[src/tmx_pkg.sv]
// tmx_pkg: shared types and constants of the tank mixer with slew limit
package tmx_pkg;

    localparam logic [11:0] CENTRE       = 12'd1500;
    localparam logic [11:0] SW_LOW_EDGE  = 12'd1450;
    localparam logic [11:0] SW_HIGH_EDGE = 12'd1550;

    // x / 200 == ((x >> 3) * 5243) >> 17 for x >> 3 below 43690
    localparam int          DIV8_SHIFT   = 3;
    localparam logic [12:0] DIV25_MUL    = 13'd5243;
    localparam int          DIV25_SHIFT  = 17;

    localparam int ADDR_W = 5;

    typedef enum logic [2:0] {
        REG_DRIVE_SLEW     = 3'd0,
        REG_PUMP_SLEW      = 3'd1,
        REG_PUMP_FLOOR     = 3'd2,
        REG_PUMP_CEILING   = 3'd3,
        REG_DRIVE_DEADBAND = 3'd4,
        REG_DRIVE_CEILING  = 3'd5,
        REG_VALVE_DEADZONE = 3'd6,
        REG_VALVE_GAIN     = 3'd7
    } t_reg_idx;

    typedef enum logic [2:0] {
        BLINK_OFF    = 3'd0,
        BLINK_LEFT   = 3'd1,
        BLINK_RIGHT  = 3'd2,
        BLINK_HAZARD = 3'd3,
        BLINK_STROBE = 3'd4
    } t_blink;

    typedef enum logic [1:0] {
        SW_LOW  = 2'd0,
        SW_MID  = 2'd1,
        SW_HIGH = 2'd2
    } t_sw;

    typedef struct packed {
        logic [11:0] valve_a_pulse;
        logic [11:0] valve_b_pulse;
        logic [11:0] throttle_pulse;
        logic [11:0] steer_pulse;
        logic [11:0] valve_c_pulse;
        logic [11:0] light_switch_pulse;
        logic [11:0] hazard_switch_pulse;
    } t_in_word;

    typedef struct packed {
        logic [10:0] left_drive_pulse;
        logic [10:0] right_drive_pulse;
        logic [10:0] pump_pulse;
        logic [2:0]  blink_mode;
        logic        blink_changed;
        logic        reverse_light;
        logic        aux_light;
        logic        pump_active;
    } t_out_word;

    typedef struct packed {
        logic [8:0] drive_slew;
        logic [8:0] pump_slew;
        logic [8:0] pump_floor;
        logic [8:0] pump_ceiling;
        logic [7:0] drive_deadband;
        logic [8:0] drive_ceiling;
        logic [8:0] valve_deadzone;
        logic [6:0] valve_gain_percent;
    } t_cfg;

endpackage

[src/tmx_if.sv]
// tmx_if: valid/ready channels for input and result words
interface tmx_in_if;
    logic              valid;
    logic              ready;
    tmx_pkg::t_in_word data;

    modport source (output valid, output data, input ready);
    modport sink (input valid, input data, output ready);
endinterface

interface tmx_out_if;
    logic               valid;
    logic               ready;
    tmx_pkg::t_out_word data;

    modport source (output valid, output data, input ready);
    modport sink (input valid, input data, output ready);
endinterface

[src/tank_mixer_with_slew_limit_unit.sv]
// tank_mixer_with_slew_limit_unit: tank drive mixer, pump mixer and blink mode, top level
//
// i_item carries one frame of seven rc pulse widths; o_result carries the
// left and right drive pulses, pump pulse, blink mode and light flags.
// both are valid/ready channels; a word moves when valid and ready are high.
// an accepted input passes the input register, which holds the valve
// products, and then the result register, which holds the word.
// throughput is one word per cycle while o_result.ready is high; the slew
// and blink state feeding back between frames is updated as the word enters
// the result register. when o_result.ready is low the result holds and one
// more word is taken into the input register, then i_item.ready drops.
// the apb port writes the eight settings at byte address 4*index; pready is
// always high. settings must be changed only while no word is in flight;
// the block does not enforce this. i_rst_n (synchronous, active low) empties
// both registers, clears the last-output state so the first frame is not
// slew limited, and loads the default settings.
module tank_mixer_with_slew_limit_unit (
    input  logic                       i_clk,
    input  logic                       i_rst_n,
    tmx_in_if.sink                     i_item,
    tmx_out_if.source                  o_result,
    input  logic                       psel,
    input  logic                       penable,
    input  logic                       pwrite,
    input  logic [tmx_pkg::ADDR_W-1:0] paddr,
    input  logic [31:0]                pwdata,
    output logic [31:0]                prdata,
    output logic                       pready
);

    typedef struct packed {
        logic [18:0]        prod_a;
        logic [18:0]        prod_b;
        logic [18:0]        prod_c;
        logic signed [12:0] thr;
        logic signed [12:0] str;
        logic               aux;
        tmx_pkg::t_sw       hazard;
    } t_stage;

    tmx_pkg::t_cfg      r_cfg;
    logic               r_a_valid;
    t_stage             r_a;
    t_stage             n_a;
    logic               r_o_valid;
    tmx_pkg::t_out_word r_o;
    tmx_pkg::t_out_word n_o;
    logic [10:0]        r_left_last;
    logic [10:0]        r_right_last;
    logic [10:0]        r_pump_last;
    tmx_pkg::t_blink    r_blink_last;
    tmx_pkg::t_blink    n_blink;

    logic out_take;
    logic a_move;
    logic in_take;
    logic cfg_wr;

    logic [10:0]        q_a;
    logic [10:0]        q_b;
    logic [10:0]        q_c;
    logic [12:0]        demand;
    logic [13:0]        pump_v;
    logic [11:0]        pump_tgt;
    logic [11:0]        left_tgt;
    logic [11:0]        right_tgt;

    function automatic tmx_pkg::t_sw switch_pos(input logic [11:0] p);
        tmx_pkg::t_sw s;
        if (p < tmx_pkg::SW_LOW_EDGE) begin
            s = tmx_pkg::SW_LOW;
        end else if (p > tmx_pkg::SW_HIGH_EDGE) begin
            s = tmx_pkg::SW_HIGH;
        end else begin
            s = tmx_pkg::SW_MID;
        end
        return s;
    endfunction

    function automatic logic [18:0] valve_prod(input logic [11:0] p, input logic [8:0] dz,
                                               input logic [6:0] gain);
        logic [11:0] d;
        logic [11:0] excess;
        d = (p < tmx_pkg::CENTRE) ? tmx_pkg::CENTRE - p : p - tmx_pkg::CENTRE;
        if (d < {3'b000, dz}) begin
            excess = 12'd0;
        end else begin
            excess = d - {3'b000, dz};
        end
        return {7'd0, excess} * {12'd0, gain};
    endfunction

    function automatic logic [10:0] div200(input logic [18:0] x);
        logic [15:0] y;
        logic [28:0] prod;
        y    = x[18:tmx_pkg::DIV8_SHIFT];
        prod = {13'd0, y} * {16'd0, tmx_pkg::DIV25_MUL};
        return prod[tmx_pkg::DIV25_SHIFT +: 11];
    endfunction

    function automatic logic [11:0] drive_target(input logic signed [13:0] m,
                                                 input logic [7:0] db, input logic [8:0] cl);
        logic signed [13:0] sdb;
        logic signed [13:0] scl;
        logic signed [13:0] sum;
        logic [11:0]        t;
        sdb = $signed({6'd0, db});
        scl = $signed({5'd0, cl});
        sum = $signed({2'b00, tmx_pkg::CENTRE}) + m;
        if (m > -sdb && m < sdb) begin
            t = tmx_pkg::CENTRE;
        end else if (m < -scl) begin
            t = tmx_pkg::CENTRE - {3'b000, cl};
        end else if (m > scl) begin
            t = tmx_pkg::CENTRE + {3'b000, cl};
        end else begin
            t = sum[11:0];
        end
        return t;
    endfunction

    function automatic logic [10:0] slew(input logic [11:0] target, input logic [10:0] last,
                                         input logic [8:0] step);
        logic signed [12:0] lim;
        logic signed [12:0] st;
        logic [10:0]        res;
        st  = $signed({1'b0, target});
        res = target[10:0];
        if (last != 11'd0 && step != 9'd0) begin
            if (target < tmx_pkg::CENTRE) begin
                lim = $signed({2'b00, last}) - $signed({4'd0, step});
                if (lim > $signed({1'b0, tmx_pkg::SW_LOW_EDGE})) begin
                    lim = $signed({1'b0, tmx_pkg::SW_LOW_EDGE});
                end
                if (st < lim) begin
                    res = lim[10:0];
                end
            end else begin
                lim = $signed({2'b00, last}) + $signed({4'd0, step});
                if (lim < $signed({1'b0, tmx_pkg::SW_HIGH_EDGE})) begin
                    lim = $signed({1'b0, tmx_pkg::SW_HIGH_EDGE});
                end
                if (st > lim) begin
                    res = lim[10:0];
                end
            end
        end
        return res;
    endfunction

    // handshake
    assign out_take       = r_o_valid && o_result.ready;
    assign a_move         = r_a_valid && (!r_o_valid || out_take);
    assign i_item.ready   = !r_a_valid || a_move;
    assign in_take        = i_item.valid && i_item.ready;
    assign o_result.valid = r_o_valid;
    assign o_result.data  = r_o;

    // input stage: valve products, centred sticks and switch positions
    always_comb begin
        n_a.prod_a = valve_prod(i_item.data.valve_a_pulse, r_cfg.valve_deadzone,
                                r_cfg.valve_gain_percent);
        n_a.prod_b = valve_prod(i_item.data.valve_b_pulse, r_cfg.valve_deadzone,
                                r_cfg.valve_gain_percent);
        n_a.prod_c = valve_prod(i_item.data.valve_c_pulse, r_cfg.valve_deadzone,
                                r_cfg.valve_gain_percent);
        n_a.thr    = $signed({1'b0, i_item.data.throttle_pulse})
                     - $signed({1'b0, tmx_pkg::CENTRE});
        n_a.str    = $signed({1'b0, i_item.data.steer_pulse})
                     - $signed({1'b0, tmx_pkg::CENTRE});
        n_a.aux    = switch_pos(i_item.data.light_switch_pulse) != tmx_pkg::SW_LOW;
        n_a.hazard = switch_pos(i_item.data.hazard_switch_pulse);
    end

    // result stage
    always_comb begin
        q_a    = div200(r_a.prod_a);
        q_b    = div200(r_a.prod_b);
        q_c    = div200(r_a.prod_c);
        demand = {2'b00, q_a} + {2'b00, q_b} + {2'b00, q_c};
        pump_v = {1'b0, demand} + {5'd0, r_cfg.pump_floor};
        if (pump_v > {5'd0, r_cfg.pump_ceiling}) begin
            pump_v = {5'd0, r_cfg.pump_ceiling};
        end
        if (demand == 13'd0) begin
            pump_tgt = tmx_pkg::CENTRE;
        end else begin
            pump_tgt = tmx_pkg::CENTRE + {3'b000, pump_v[8:0]};
        end
        left_tgt  = drive_target(14'(r_a.thr) + 14'(r_a.str),
                                 r_cfg.drive_deadband, r_cfg.drive_ceiling);
        right_tgt = drive_target(14'(r_a.thr) - 14'(r_a.str),
                                 r_cfg.drive_deadband, r_cfg.drive_ceiling);
    end

    always_comb begin
        n_blink = r_blink_last;
        case (r_a.hazard)
            tmx_pkg::SW_MID: begin
                n_blink = tmx_pkg::BLINK_HAZARD;
            end
            tmx_pkg::SW_HIGH: begin
                n_blink = tmx_pkg::BLINK_STROBE;
            end
            default: begin
                if (r_a.thr < -13'sd100 || (r_a.str > -13'sd50 && r_a.str < 13'sd50)) begin
                    n_blink = tmx_pkg::BLINK_OFF;
                end else if (r_a.thr > -13'sd50) begin
                    if (r_a.str < -13'sd250) begin
                        n_blink = tmx_pkg::BLINK_LEFT;
                    end else if (r_a.str > 13'sd250) begin
                        n_blink = tmx_pkg::BLINK_RIGHT;
                    end
                end
            end
        endcase
    end

    always_comb begin
        n_o.left_drive_pulse  = slew(left_tgt, r_left_last, r_cfg.drive_slew);
        n_o.right_drive_pulse = slew(right_tgt, r_right_last, r_cfg.drive_slew);
        n_o.pump_pulse        = slew(pump_tgt, r_pump_last, r_cfg.pump_slew);
        n_o.blink_mode        = n_blink;
        n_o.blink_changed     = n_blink != r_blink_last;
        n_o.reverse_light     = r_a.thr < -13'sd50;
        n_o.aux_light         = r_a.aux;
        n_o.pump_active       = demand != 13'd0;
    end

    always_ff @(posedge i_clk) begin
        if (!i_rst_n) begin
            r_a_valid    <= 1'b0;
            r_o_valid    <= 1'b0;
            r_left_last  <= 11'd0;
            r_right_last <= 11'd0;
            r_pump_last  <= 11'd0;
            r_blink_last <= tmx_pkg::BLINK_OFF;
        end else begin
            if (in_take) begin
                r_a_valid <= 1'b1;
            end else if (a_move) begin
                r_a_valid <= 1'b0;
            end
            if (a_move) begin
                r_o_valid    <= 1'b1;
                r_left_last  <= n_o.left_drive_pulse;
                r_right_last <= n_o.right_drive_pulse;
                r_pump_last  <= n_o.pump_pulse;
                r_blink_last <= n_blink;
            end else if (out_take) begin
                r_o_valid <= 1'b0;
            end
        end
    end

    always_ff @(posedge i_clk) begin
        if (in_take) begin
            r_a <= n_a;
        end
        if (a_move) begin
            r_o <= n_o;
        end
    end

    // configuration registers
    assign pready = 1'b1;
    assign cfg_wr = psel && penable && pwrite;

    always_ff @(posedge i_clk) begin
        if (!i_rst_n) begin
            r_cfg.drive_slew         <= 9'd20;
            r_cfg.pump_slew          <= 9'd20;
            r_cfg.pump_floor         <= 9'd60;
            r_cfg.pump_ceiling       <= 9'd300;
            r_cfg.drive_deadband     <= 8'd50;
            r_cfg.drive_ceiling      <= 9'd500;
            r_cfg.valve_deadzone     <= 9'd80;
            r_cfg.valve_gain_percent <= 7'd50;
        end else if (cfg_wr) begin
            case (tmx_pkg::t_reg_idx'(paddr[4:2]))
                tmx_pkg::REG_DRIVE_SLEW:     r_cfg.drive_slew         <= pwdata[8:0];
                tmx_pkg::REG_PUMP_SLEW:      r_cfg.pump_slew          <= pwdata[8:0];
                tmx_pkg::REG_PUMP_FLOOR:     r_cfg.pump_floor         <= pwdata[8:0];
                tmx_pkg::REG_PUMP_CEILING:   r_cfg.pump_ceiling       <= pwdata[8:0];
                tmx_pkg::REG_DRIVE_DEADBAND: r_cfg.drive_deadband     <= pwdata[7:0];
                tmx_pkg::REG_DRIVE_CEILING:  r_cfg.drive_ceiling      <= pwdata[8:0];
                tmx_pkg::REG_VALVE_DEADZONE: r_cfg.valve_deadzone     <= pwdata[8:0];
                tmx_pkg::REG_VALVE_GAIN:     r_cfg.valve_gain_percent <= pwdata[6:0];
                default: begin
                end
            endcase
        end
    end

    always_comb begin
        case (tmx_pkg::t_reg_idx'(paddr[4:2]))
            tmx_pkg::REG_DRIVE_SLEW:     prdata = {23'd0, r_cfg.drive_slew};
            tmx_pkg::REG_PUMP_SLEW:      prdata = {23'd0, r_cfg.pump_slew};
            tmx_pkg::REG_PUMP_FLOOR:     prdata = {23'd0, r_cfg.pump_floor};
            tmx_pkg::REG_PUMP_CEILING:   prdata = {23'd0, r_cfg.pump_ceiling};
            tmx_pkg::REG_DRIVE_DEADBAND: prdata = {24'd0, r_cfg.drive_deadband};
            tmx_pkg::REG_DRIVE_CEILING:  prdata = {23'd0, r_cfg.drive_ceiling};
            tmx_pkg::REG_VALVE_DEADZONE: prdata = {23'd0, r_cfg.valve_deadzone};
            tmx_pkg::REG_VALVE_GAIN:     prdata = {25'd0, r_cfg.valve_gain_percent};
            default:                     prdata = 32'd0;
        endcase
    end

endmodule

[src/flat_wrapper.sv]
// flat-port wrapper written by rule: the top's interface ports become plain ports
module tank_mixer_with_slew_limit_unit_flat 
  (i_clk, i_rst_n, psel, penable, pwrite, paddr, pwdata, prdata, pready, i_item_valid, i_item_data, i_item_ready, o_result_valid, o_result_data, o_result_ready);
  tmx_in_if i_item_i ();
  tmx_out_if o_result_i ();
  input  logic i_clk;
  input  logic i_rst_n;
  input  logic psel;
  input  logic penable;
  input  logic pwrite;
  input  logic [tmx_pkg::ADDR_W-1:0] paddr;
  input  logic [31:0] pwdata;
  output logic [31:0] prdata;
  output logic pready;
  input wire logic [$bits(i_item_i.valid)-1:0] i_item_valid;
  input wire logic [$bits(i_item_i.data)-1:0] i_item_data;
  output wire logic [$bits(i_item_i.ready)-1:0] i_item_ready;
  output wire logic [$bits(o_result_i.valid)-1:0] o_result_valid;
  output wire logic [$bits(o_result_i.data)-1:0] o_result_data;
  input wire logic [$bits(o_result_i.ready)-1:0] o_result_ready;
  assign i_item_i.valid = i_item_valid;
  assign i_item_i.data = i_item_data;
  assign i_item_ready = i_item_i.ready;
  assign o_result_valid = o_result_i.valid;
  assign o_result_data = o_result_i.data;
  assign o_result_i.ready = o_result_ready;
  tank_mixer_with_slew_limit_unit u_core (.i_clk(i_clk), .i_rst_n(i_rst_n), .i_item(i_item_i), .o_result(o_result_i), .psel(psel), .penable(penable), .pwrite(pwrite), .paddr(paddr), .pwdata(pwdata), .prdata(prdata), .pready(pready));
endmodule
[config.mk]
export PLATFORM = sky130hd
export DESIGN_NAME = tank_mixer_with_slew_limit_unit_flat
export DESIGN_NICKNAME = d
export VERILOG_FILES = /design/src/tmx_pkg.sv /design/src/tmx_if.sv /design/src/tank_mixer_with_slew_limit_unit.sv /design/src/flat_wrapper.sv
export SDC_FILE = /design/constraint.sdc
export NUM_CORES = 2
export LEC_CHECK = 0
export BUFFER_PORTS_ARGS = -buffer_cell sky130_fd_sc_hd__buf_2
export CAP_MARGIN = 20
export CORE_MARGIN = 3
export CORE_UTILIZATION = 40
export DETAILED_ROUTE_END_ITERATION = 8
export PLACE_DENSITY = 0.66
export SYNTH_ARGS = -nofsm -noshare
export SYNTH_HDL_FRONTEND = slang
export SYNTH_SLANG_ARGS = --single-unit
[constraint.sdc]
create_clock -name i_clk -period 30.5 [get_ports i_clk]
set_input_delay 3.05 -clock i_clk [delete_from_list [all_inputs] [get_ports i_clk]]
set_output_delay 3.05 -clock i_clk [all_outputs]
set_load 0.1 [all_outputs]
# Yosys cells after proc, flatten, opt, wreduce, memory -nomap -nowiden
# Cells that the tools add are included.
[word_totals]
elab_cells = 207
reg_bits = 233
input_bits = 128
[classes]
addsub = 29
mul = 6
n_eq_ne = 10
n_reduce_logical = 35
n_lt_le_gt_ge = 41
n_mux = 57
[op_table]
columns = ["cell", "count"]
rows = [
  ["$pmux W32 S8", 1],
  ["$mux W13", 18],
  ["$mux W12", 13],
  ["$mux W11", 12],
  ["$lt A12 B11 Y1 const B", 8],
  ["$mul A16 B13 Y28 const B", 3],
  ["$mul A12 B7 Y19", 3],
  ["$gt A13 B12 Y1 const B", 3],
  ["$gt A13 B13 Y1", 3],
  ["$lt A13 B12 Y1 const B", 3],
  ["$lt A13 B13 Y1", 3],
  ["$add A11 B9 Y12", 3],
  ["$lt A12 B9 Y1", 3],
  ["$sub A11 B12 Y12 const A", 3],
  ["$sub A11 B9 Y12", 3],
  ["$sub A12 B11 Y12 const B", 3],
  ["$sub A12 B9 Y12", 3],
  ["$reduce_bool A11 Y1", 3],
  ["$gt A14 B10 Y1", 2],
  ["$gt A14 B14 Y1", 2],
  ["$lt A14 B14 Y1", 2],
  ["$lt A14 B9 Y1", 2],
  ["$gt A13 B7 Y1 const B", 2],
  ["$lt A13 B7 Y1 const B", 2],
  ["36 further kinds", 75],
]

# Longest topological paths before layout
[depth]
ltp_word = 15
depth_mapped = 66

# Worst setup path after synthesis
# OpenSTA, ideal clock, no wires.
[synth_timing]
path_kind = "register to register"
start = "register u_core.r_a[60] in the netlist's numbering"
end = "register u_core.r_o (netlist bit u_core.o_result.data[11]), data pin"
setup_time_ps = 259
setup_slack_ps = 17875
path_buffers = 0
synth_period_minus_slack_ps = 12625
required_time_ps = 30241
arrival_time_ps = 12366
stages_incl_launch_ff = 58
path_cell_list = "edfxtp_1 -> ha_1 -> fa_1 -> fa_1 -> fa_1 -> inv_1 -> fa_1 -> inv_1 -> ha_1 -> a21o_1 -> a21oi_1 -> nor2b_1 -> o21ai_0 -> nand2b_1 -> a21oi_1 -> inv_1 -> o311ai_0 -> a21oi_1 -> (+22 left out) -> a21oi_1 -> ha_1 -> nand2_1 -> nand2_1 -> and3_1 -> xnor2_1 -> nand2_1 -> o2111ai_1 -> ha_1 -> or3_1 -> o21bai_1 -> nand2_1 -> o21ai_0 -> nand2_1 -> a21oi_1 -> and3_1 -> a211oi_1 -> or2_1"
[synth_rtl]
columns = ["element", "line", "rtl"]
rows = [
  ["from (decl)", "tank_mixer_with_slew_limit_unit.sv:43", "t_stage r_a;"],
  ["from (signal assigned)", "tank_mixer_with_slew_limit_unit.sv:258", "r_a <= n_a;"],
  ["to (signal assigned)", "tank_mixer_with_slew_limit_unit.sv:261", "r_o <= n_o;"],
  ["to (decl)", "tank_mixer_with_slew_limit_unit.sv:46", "tmx_pkg::t_out_word r_o;"],
]

==> run metrics <==
Fin Hold WS=roughly 0.43 ns; die area=between 100000 and 150000 µm²; Worst Path Required=approximately 30 ns; Layout Area Growth over Synthesis=7.314%; I/O Buffers=~150; Max Slew Vio Count=0; Crit-path slowest cell=a21oi_1; unrepaired setup endpoints after global routing=no; Top FF cell, synth=edfxtp_1; row cnt=roughly 120; CP Class=reg2reg; status=complete, no violations; Final period util=0.4892; routed wire length=approximately 120 mm; # DRC=0; wire length on met2=51.14 mm; post-cts gate resize count=0; Filler Cell Count=between 10000 and 15000; routability cong.=around 0.96; initial antenna violation count=5; Initial DRC Count=2571; Synth warnings=0; max incr delay on CP=0.65 ns; die width=between 300 and 400 µm; Die Y-Extent=about 330 µm; dpl hpwl=95.69 mm; most frequent cells in the layout=inv_1 (755), ha_1 (721), nand2_1 (440), fa_1 (383), nor2_1 (328); Finish-stage setup viols=0; Crit. End Element=flop; CTS tree=built; post-DR wirelength/cell=roughly 18 µm; number of flops mapped to enable cells by yosys=roughly 120; drt pass-1 iters=8; Synth async-reset ratio=0; effective utilization at floorplan=0.4040; Max H-tree Level=1; Final Worst Setup Slack=between 15 and 20 ns; via count=~35000; clock latency on the worst-skew pair=0.64 ns; met3 wire len=~7.4 mm; worst setup skew after layout=0.06734 ns; Netlist cell types=100; Most common cell on crit path=ha_1; grt total ovfl=0; share of the yosys chip area belonging to registers=0.1326; antenna cells=0; CTS Buf Count=28; I/O pins=203; post-synthesis register bit count=~220; area of placed instances=between 40000 and 50000 µm²; gr usage total=0.2071; largest net degree at the start of global routing=57; clock sink count=224; Root Driver=clkbuf_16; Hold Buf Count CTS=0; Tmin final=14.92 ns; Fin Setup TNS=0 ns; nets=between 6000 and 7000; Final Hold Violating Endpoints=0; CP Launch Type=flop; number of global-route vias before repair=34320; clk slew on worst S/H paths=~0.060 ns; Post-CTS Setup Bufs=0; Synth Instances=around 5000; HP Class=reg2reg; fmax=~67 MHz; layout cells sized above 1=0.06548; Max Fanout on Critical Path=8; core area=roughly 110000 µm²; first-pass GRT wire length=between 150 and 200 mm; post-synthesis area per instance=8.528 µm²; Worst Path Arrival=approximately 15 ns; mapped cell area=around 43000 µm²; finished layout cell area=45770 µm²; slew margin rel.=0.2020; Max Used Layer=met5; Place WS=15.79 ns; length of routed wiring on met1=about 56 mm; Max Cap Violations=0; Detail Route Antenna Nets=0; Via density=5.465; measured slew at the worst slew-check pin=around 1.2 ns; commonest non-fill, non-tap cell in the layout=inv_1; clk buf depth=3
cells in the mapped netlist (14+ instances only):
cell type,count,area (µm²)
o211ai_1,49,367.9
o21ai_0,170,850.8
a21o_1,90,675.7
a221oi_1,15,131.4
nor2_1,328,1231
o22ai_1,16,100.1
o41ai_1,16,140.1
dfxtp_1,107,2142
o21bai_1,44,330.3
nor2b_1,67,419.2
a211oi_1,36,270.3
a21oi_1,265,1326
edfxtp_1,117,3513
inv_1,757,2841
xor2_1,63,551.8
mux2i_1,66,660.6
nand2b_1,66,412.9
xnor2_1,192,1682
nor3_1,102,510.5
mux2_2,17,191.4
ha_1,721,9021
clkbuf_1,116,435.4
a31oi_1,46,287.8
and3_1,38,237.7
nand3_1,101,505.5
o21a_1,47,352.8
nand4_1,30,187.7
nor4_1,28,175.2
or3_1,30,187.7
o31ai_1,25,187.7
o2111ai_1,14,122.6
nand2_1,440,1652
buf_4,24,180.2
fa_1,383,7667
and2_1,74,462.9
or2_2,32,200.2
metrics by stage:
stage / std cells / utilization
final: 6492 / 0.4335
after floorplan: 5024 / -
after global routing: 6492 / 0.4335
after detailed placement: 6440 / 0.4244
after CTS: 6491 / 0.4335
after global placement: 6440 / 0.4244
worst max-delay path: cells and delay by family, from the launching register on:
| family | cells | cell delay (ns) |
|---|---|---|
| compound gates | 17 | 4.35 |
| fa+ha+maj | 12 | 4.68 |
| simple gates | 21 | 3.76 |
| flops | 1 | 0.54 |
| xor+xnor | 3 | 0.74 |
| buf+inv | 3 | 0.16 |
| mux | 1 | 0.37 |
cells by family after synthesis:
group,after synthesis,share of synthesized area
AOI/OAI and AO/OA,1011,0.1606
xor gates and xnor gates,255,0.05237
adders and majority gates,1104,0.3913
buffers and inverters,921,0.08370
DFF,224,0.1326
muxes,89,0.02277
other,2,0.0001761
and+or+nand+nor,1395,0.1564
routing by layer:
metal | vias to the layer above | track usage
li1 | 17290 | -
met4 | 4 | 0.04238
met3 | 126 | 0.02406
met1 | 17040 | 0.3057
met2 | 1019 | 0.3258
met5 | - | 0
final timing paths:
check / start / cells past startpoint / end / slack, ns
worst min register to register: u_core.n_o[1] / 0 / u_core.o_result.data[1] / 0.43
worst min-delay path: u_core.n_o[1] / 0 / u_core.o_result.data[1] / 0.43
worst max-delay path: u_core.r_a[60] / 57 / u_core.o_result.data[14] / 15.58
worst max register to register: u_core.r_a[60] / 57 / u_core.o_result.data[14] / 15.58
layout make-up:
class | count | area [µm²] | area share
repair buffers | 186 | 1016 | 0.02220
clock inverters | 20 | 209.0 | 0.004566
clock buffers | 31 | 753.2 | 0.01646
well taps | 1391 | 1740 | 0.03803
inverters | 761 | 2856 | 0.06241
multi-input cells | 3879 | 33530 | 0.7327
flip-flops and latches | 224 | 5657 | 0.1236
flip-flops by register name (all words and copies together) (netlist names):
signal	flops
u_core.r_blink_last	3
u_core.r_right_last	11
u_core.r_cfg	69
u_core.r_a_valid	1
u_core.r_left_last	11
u_core.n_o	1
u_core.r_a	76
u_core.o_result.data	40
u_core.r_pump_last	11
u_core.o_result.valid	1
Power is left out: the tool's default activity adds up to more than one toggle a clock period on the data nets, which glitch-free logic cannot reach.
